==> config.mk <==
export PLATFORM = sky130hd
export DESIGN_NAME = oht_ctrl
export DESIGN_NICKNAME = d
export VERILOG_FILES = /design/src/hw/rtl/oht_pkg.sv /design/src/hw/rtl/oht_ctrl.sv
export SDC_FILE = /design/constraint.sdc
export NUM_CORES = 1
export LEC_CHECK = 0
export BUFFER_PORTS_ARGS = -buffer_cell sky130_fd_sc_hd__buf_2
export CORE_AREA = 2 2 39 41
export CTS_CLUSTER_SIZE = 24
export DETAILED_ROUTE_END_ITERATION = 10
export DIE_AREA = 0 0 41 43
export PLACE_DENSITY = 0.71
export SLEW_MARGIN = 40
export SYNTH_ARGS = -nofsm -noshare
export SYNTH_HDL_FRONTEND = slang
export SYNTH_SLANG_ARGS = --single-unit
export TNS_END_PERCENT = 50
==> constraint.sdc <==
create_clock -name clk -period 1.6 [get_ports clk]
set_input_delay 0.08 -clock clk [delete_from_list [all_inputs] [get_ports clk]]
set_output_delay 0.08 -clock clk [all_outputs]
set_load 0.02 [all_outputs]
==> src/hw/rtl/oht_pkg.sv <==
package oht_pkg;

  // Default table size
  localparam int SLOTS_DEF = 32;

  // Free-slot search looks at one group of used marks per cycle
  localparam int GROUP_BITS = 3;
  localparam int GROUP_SIZE = 1 << GROUP_BITS;

  // Configuration port
  localparam int CFG_IDX_W  = 2;
  localparam int CFG_DATA_W = 32;
  localparam logic [CFG_IDX_W-1:0] CFG_BACKEND_PRESENT = 2'd0;
  localparam logic [CFG_IDX_W-1:0] CFG_MAX_DIM         = 2'd1;
  localparam logic [CFG_IDX_W-1:0] CFG_BLIT_MAX_PIXELS = 2'd2;

  // Register reset values
  localparam logic [15:0] MAX_DIM_RST         = 16'd4096;
  localparam logic [31:0] BLIT_MAX_PIXELS_RST = 32'd1048576;

  // Request modes
  localparam logic [2:0] MODE_CREATE  = 3'd0;
  localparam logic [2:0] MODE_FILL    = 3'd1;
  localparam logic [2:0] MODE_BLIT    = 3'd2;
  localparam logic [2:0] MODE_POLL    = 3'd3;
  localparam logic [2:0] MODE_DESTROY = 3'd4;
  localparam logic [2:0] MODE_RELEASE = 3'd5;

  // Kinds of result that the controller asks the datapath to issue
  localparam logic [2:0] RK_REFUSE      = 3'd0;
  localparam logic [2:0] RK_REFUSE_CALL = 3'd1;
  localparam logic [2:0] RK_CREATED     = 3'd2;
  localparam logic [2:0] RK_ACCESS      = 3'd3;
  localparam logic [2:0] RK_DONE        = 3'd4;
  localparam logic [2:0] RK_DESTROY     = 3'd5;
  localparam logic [2:0] RK_FREED       = 3'd6;

  localparam int HANDLE_OUT_W = 6;

  typedef struct packed {
    logic [2:0]         mode;
    logic [31:0]        caller_id;
    logic [63:0]        handle;
    logic [31:0]        width;
    logic [31:0]        height;
    logic [31:0]        pos_x;
    logic [31:0]        pos_y;
    logic               buffer_given;
    logic signed [31:0] backend_answer;
  } req_t;

  typedef struct packed {
    logic                    status;
    logic [HANDLE_OUT_W-1:0] handle_out;
    logic signed [31:0]      backend_ref;
    logic                    call_backend;
    logic                    last;
  } res_t;

  // Controller to datapath
  typedef struct packed {
    logic       load;
    logic       emit;
    logic [2:0] kind;
    logic       rd_handle;
    logic       rd_walk;
    logic       search_clr;
    logic       search_inc;
    logic       walk_clr;
    logic       walk_inc;
  } oht_cmd_t;

  // Datapath to controller
  typedef struct packed {
    logic [2:0] mode;
    logic       pid_zero;
    logic       create_ok;
    logic       handle_ok;
    logic       owned;
    logic       dims_ok;
    logic       prod_ok;
    logic       buf_ok;
    logic       blit_zero;
    logic       bp;
    logic       ans_ok;
    logic       grp_free;
    logic       grp_last;
    logic       walk_hit;
    logic       walk_last;
  } oht_stat_t;

endpackage

==> src/hw/rtl/oht_ctrl.sv <==
module oht_ctrl import oht_pkg::*; (
  input  logic      clk,
  input  logic      rst,
  input  logic      start,
  input  oht_stat_t stat,
  output logic      busy,
  output oht_cmd_t  cmd
);

  localparam logic [2:0] S_IDLE     = 3'd0;
  localparam logic [2:0] S_DECODE   = 3'd1;
  localparam logic [2:0] S_LOOKUP   = 3'd2;
  localparam logic [2:0] S_SEARCH   = 3'd3;
  localparam logic [2:0] S_WALK_RD  = 3'd4;
  localparam logic [2:0] S_WALK_CHK = 3'd5;
  localparam logic [2:0] S_FINAL    = 3'd6;

  logic [2:0] state;
  logic [2:0] state_next;

  always_ff @(posedge clk) begin
    if (rst) begin
      state <= S_IDLE;
    end else begin
      state <= state_next;
    end
  end

  assign busy = (state != S_IDLE);

  // Sequencing of one request
  always_comb begin
    cmd        = '0;
    cmd.kind   = RK_REFUSE;
    state_next = state;
    unique case (state)
      S_IDLE: begin
        if (start) begin
          cmd.load   = 1'b1;
          state_next = S_DECODE;
        end
      end

      // Checks that need no table contents
      S_DECODE: begin
        unique case (stat.mode)
          MODE_CREATE: begin
            if (stat.create_ok) begin
              cmd.search_clr = 1'b1;
              state_next     = S_SEARCH;
            end else begin
              cmd.emit   = 1'b1;
              cmd.kind   = RK_REFUSE;
              state_next = S_IDLE;
            end
          end
          MODE_FILL, MODE_BLIT, MODE_POLL, MODE_DESTROY: begin
            if (stat.handle_ok) begin
              cmd.rd_handle = 1'b1;
              state_next    = S_LOOKUP;
            end else begin
              cmd.emit   = 1'b1;
              cmd.kind   = RK_REFUSE;
              state_next = S_IDLE;
            end
          end
          MODE_RELEASE: begin
            if (stat.pid_zero) begin
              cmd.emit   = 1'b1;
              cmd.kind   = RK_DONE;
              state_next = S_IDLE;
            end else begin
              cmd.walk_clr = 1'b1;
              state_next   = S_WALK_RD;
            end
          end
          default: begin
            cmd.emit   = 1'b1;
            cmd.kind   = RK_REFUSE;
            state_next = S_IDLE;
          end
        endcase
      end

      // The addressed slot has been read: ownership and argument checks
      S_LOOKUP: begin
        cmd.emit   = 1'b1;
        state_next = S_IDLE;
        priority if (!stat.owned) begin
          cmd.kind = RK_REFUSE;
        end else if (stat.mode == MODE_FILL) begin
          cmd.kind = (stat.dims_ok && stat.bp) ? RK_ACCESS : RK_REFUSE;
        end else if (stat.mode == MODE_BLIT) begin
          priority if (!stat.buf_ok) begin
            cmd.kind = RK_REFUSE;
          end else if (stat.blit_zero) begin
            cmd.kind = RK_DONE;
          end else if (stat.dims_ok && stat.prod_ok && stat.bp) begin
            cmd.kind = RK_ACCESS;
          end else begin
            cmd.kind = RK_REFUSE;
          end
        end else if (stat.mode == MODE_POLL) begin
          cmd.kind = (stat.buf_ok && stat.bp) ? RK_ACCESS : RK_REFUSE;
        end else if (stat.mode == MODE_DESTROY) begin
          cmd.kind = RK_DESTROY;
        end else begin
          cmd.kind = RK_REFUSE;
        end
      end

      // One group of used marks per cycle until a free slot turns up or the last group is searched
      S_SEARCH: begin
        if (stat.grp_free) begin
          cmd.emit   = 1'b1;
          cmd.kind   = stat.ans_ok ? RK_CREATED : RK_REFUSE_CALL;
          state_next = S_IDLE;
        end else if (stat.grp_last) begin
          cmd.emit   = 1'b1;
          cmd.kind   = RK_REFUSE;
          state_next = S_IDLE;
        end else begin
          cmd.search_inc = 1'b1;
        end
      end

      // Release walk: read a slot, then free it if the caller owns it
      S_WALK_RD: begin
        cmd.rd_walk = 1'b1;
        state_next  = S_WALK_CHK;
      end

      S_WALK_CHK: begin
        if (stat.walk_hit) begin
          cmd.emit = 1'b1;
          cmd.kind = RK_FREED;
        end
        if (stat.walk_last) begin
          state_next = S_FINAL;
        end else begin
          cmd.walk_inc = 1'b1;
          state_next   = S_WALK_RD;
        end
      end

      S_FINAL: begin
        cmd.emit   = 1'b1;
        cmd.kind   = RK_DONE;
        state_next = S_IDLE;
      end

      default: begin
        state_next = S_IDLE;
      end
    endcase
  end

endmodule

==> run summary <==
### Timing
• **worst setup skew after layout** 0.001655 ns
• **post-route fraction of the period consumed by the critical path** 0.9604
• **Max-Slew Margin vs Limit** 0.8105
• **Pins Over Slew Limit** 0
• **Final Hold Vio Count** 0
• **shortest period the worst path allows** 1.537 ns
• **setup violation total in the final timing report** 0
• **RSZ-0062 raised after global routing** true
• **top achievable clock speed** 0.6507 GHz
• **actual slew at the worst max-slew pin** 0.2830 ns

### Global route
• **initial antenna violation count** 0
• **total global-route track usage** 0.1723
• **met2 routing resource usage after global routing** 0.2750
• **Most Used Layer, Global Route** met2
• **global-route met3 utilization** 0.04712
• **global-route track usage on met1** 0.2109
• **wire length of the first global-routing pass** 2152 um
• **via count of the first global-routing pass** 541
• **pin count of the biggest net entering global routing** 14
• **grt total ovfl** 0

### Synth
• **total standard cell area after synthesis** 478.0 sq um
• **synthesized flop and latch total** 3
• **number of instances in the synthesized netlist** 70
• **number of enable-type register cells in the synthesized netlist** 0
• **main flop type after synthesis** sky130_fd_sc_hd__dfxtp_1
• **Post-Synthesis Net Count** 90
• **proportion of register bits with asynchronous set or reset after synthesis** 0
• **share of the yosys chip area belonging to registers** 0.1257
• **Distinct cells, synth** 33
• **mean area per synthesized cell** 6.828 sq um
• **count of warnings emitted by yosys** 0

### Drt
• **first-pass detailed-route iteration total** 4
• **Vias/cell** 5.067
• **number of design-rule violations left by the first detailed-router iteration** 12
• **post-route antenna net violation count** 0
• **Post-route DRC** 0
• **via count** 608
• **aggregate routed wire length** 1362 um
• **average detailed-routed wire length per instance** 11.35 um

### Final layout
• **count of antenna diodes in the layout** 0
• **footprint of the flip-flops and latches** 62.56 sq um
• **post-synthesis to final-layout area growth** 51.57%
• **number of fill cells** 153
• **post-route design area** 724.4 sq um
• **commonest non-fill, non-tap cells in the layout** 30 x sky130_fd_sc_hd__buf_2, 6 x sky130_fd_sc_hd__a21oi_1
• **largest registers** state (3)
• **commonest non-fill, non-tap cell in the layout** sky130_fd_sc_hd__buf_2
• **Cell Count, Final, Fillers Out** 120
• **Reg with most FFs** state
• **Layout Nets** 125
• **final core utilization** 0.5235
• **multi-input logic area** 416.7 sq um
• **max FFs per register** 3
• **fraction of final layout cells sized beyond drive strength 1** 0.4135

### Placed design
• **total instance count after detailed placement** 116
• **Post-DP Area** 653.1 sq um
• **global placement routability congestion** 0.7556
• **detailed placer's ending HPWL** 1074 um
• **count of port buffers added during placement** 31

### Worst setup path
• **Crit path required time** 1.52 ns
• **arrival time of the worst setup path** 1.46 ns
• **kind of critical path** register to output port
• **kind of capture point of the worst setup path** output port
• **Max Fanout on Critical Path** 13
• **element type at the critical path start** register

### Power and ir drop
• **LEAKAGE** 0.3593 nW
• **fraction of power consumed by sequential logic** 0.231
• **Net Sw Frac** 0.3425
• **Clk network pwr share** 0.348
• **combinational group share of total power** 0.421
• **post-layout power** 0.3728 mW
• **areal power density over the cells** 514.6 nW/um^2
• **peak supply drop** 270.3 uV
• **internal power component** 0.2451 mW
• **NetSw** 0.1277 mW

### Clock tree
• **clock buffer depth** 2
• **number of buffers inserted by post-CTS setup repair** 0
• **clock sink total** 3
• **clock tree from TritonCTS** built
• **CTS clock-pin slew for the worst setup and hold paths** 0.04 ns
• **clock buffers created by TritonCTS** 3
• **clock network latency to the later pin of the worst-skew pair** 0.23 ns
• **cell at the root of the clock tree** sky130_fd_sc_hd__clkbuf_4
• **# H-tree levels** 1

### Die
• **height of the die** 43 um
• **Die Footprint** 1763 sq um
• **Top-Level Pins** 32
• **Core Rows** 14
• **die width** 41 um
• **initial core utilization** 0.3454
• **Core Area** 1384 sq um

### Status
• **result of the run** finished clean

### Flow run
• **max_cap viols** 0

### Hold path
• **Hold Path Class** primary input to register

## worst max-delay path, cell delays in order (launching register included)
cell and delay, ns:
sky130_fd_sc_hd__dfxtp_1 0.30, sky130_fd_sc_hd__buf_4 0.17, sky130_fd_sc_hd__nand4bb_4 0.22, sky130_fd_sc_hd__a2111oi_4 0.24, sky130_fd_sc_hd__a211o_1 0.15, sky130_fd_sc_hd__buf_2 0.16
## synth_stat cells, types with 2 or more instances
master	n	area [sq um]
sky130_fd_sc_hd__o21ai_0	5	25.02
sky130_fd_sc_hd__clkbuf_1	3	11.26
sky130_fd_sc_hd__and3b_1	2	17.52
sky130_fd_sc_hd__a21oi_1	6	30.03
sky130_fd_sc_hd__inv_1	5	18.77
sky130_fd_sc_hd__nor2_1	5	18.77
sky130_fd_sc_hd__nor3b_1	3	22.52
sky130_fd_sc_hd__and3_1	2	12.51
sky130_fd_sc_hd__o21a_1	2	15.01
sky130_fd_sc_hd__nand2b_1	4	25.02
sky130_fd_sc_hd__nor2b_1	5	31.28
sky130_fd_sc_hd__nand2_1	4	15.01
sky130_fd_sc_hd__nor3_1	2	10.01
sky130_fd_sc_hd__dfxtp_1	3	60.06
## what timing repair did
action / in CTS / in global routing
hold buffers: 0 / 0
setup endpoints to repair: 6 / 7
gates resized for setup: 3 / 4
pin swaps: 0 / 1
## metrics by stage
step | setup slack, ns | hold slack [ns] | setup TNS [ns]
floorplan | 0.1331 | 0.2426 | 0
global placement | 0.2379 | 0.3637 | 0
detailed placement | 0.1926 | 0.3629 | 0
CTS | 0.04500 | 0.1262 | 0
global route | -0.02596 | 0.1447 | -0.02596
finish | 0.06331 | 0.1372 | 0
## per-layer routing
layer / wire length [um] / up-vias
met5: 0 / -
met4: 0 / 0
met3: 77 / 0
met2: 663 / 18
met1: 620 / 264
li1: - / 326
## worst paths after layout
check                           endpoint  depth (start not counted)  slack [ns]  startpoint
worst max-delay path              cmd[6]                          5        0.06    state[0]
worst min-delay path            state[0]                          3        0.14         rst
worst max register to register  state[1]                          5        0.38    state[0]
worst min register to register  state[2]                          2        0.73    state[2]
## power by group through the flow
stage          Clock (mW)  Sequential (mW)  Combinational [mW]
6_report            0.130           0.0861               0.157
5_1_grt             0.139           0.0870               0.176
4_1_cts             0.135           0.0854               0.157
3_5_place_dp            0           0.0858               0.149
3_3_place_gp            0           0.0855               0.147
2_1_floorplan           0           0.0847              0.0919
## final cells by class
type / instances / area share
well taps: 16 / 0.02763
flip-flops and latches: 3 / 0.08636
multi-input cells: 58 / 0.5751
clock buffers: 4 / 0.03627
repair buffers: 34 / 0.2487
inverters: 5 / 0.02591
## cell families after synthesis
| kind of cell | after synthesis | synth area share |
|---|---|---|
| buffers and inverters | 9 | 0.08639 |
| AOI/OAI and AO/OA | 22 | 0.3115 |
| muxes | 1 | 0.02094 |
| DFF | 3 | 0.1257 |
| and+or+nand+nor | 34 | 0.4372 |
| xor gates and xnor gates | 1 | 0.01833 |
No activity file was read; power rests on OpenSTA's default activity.
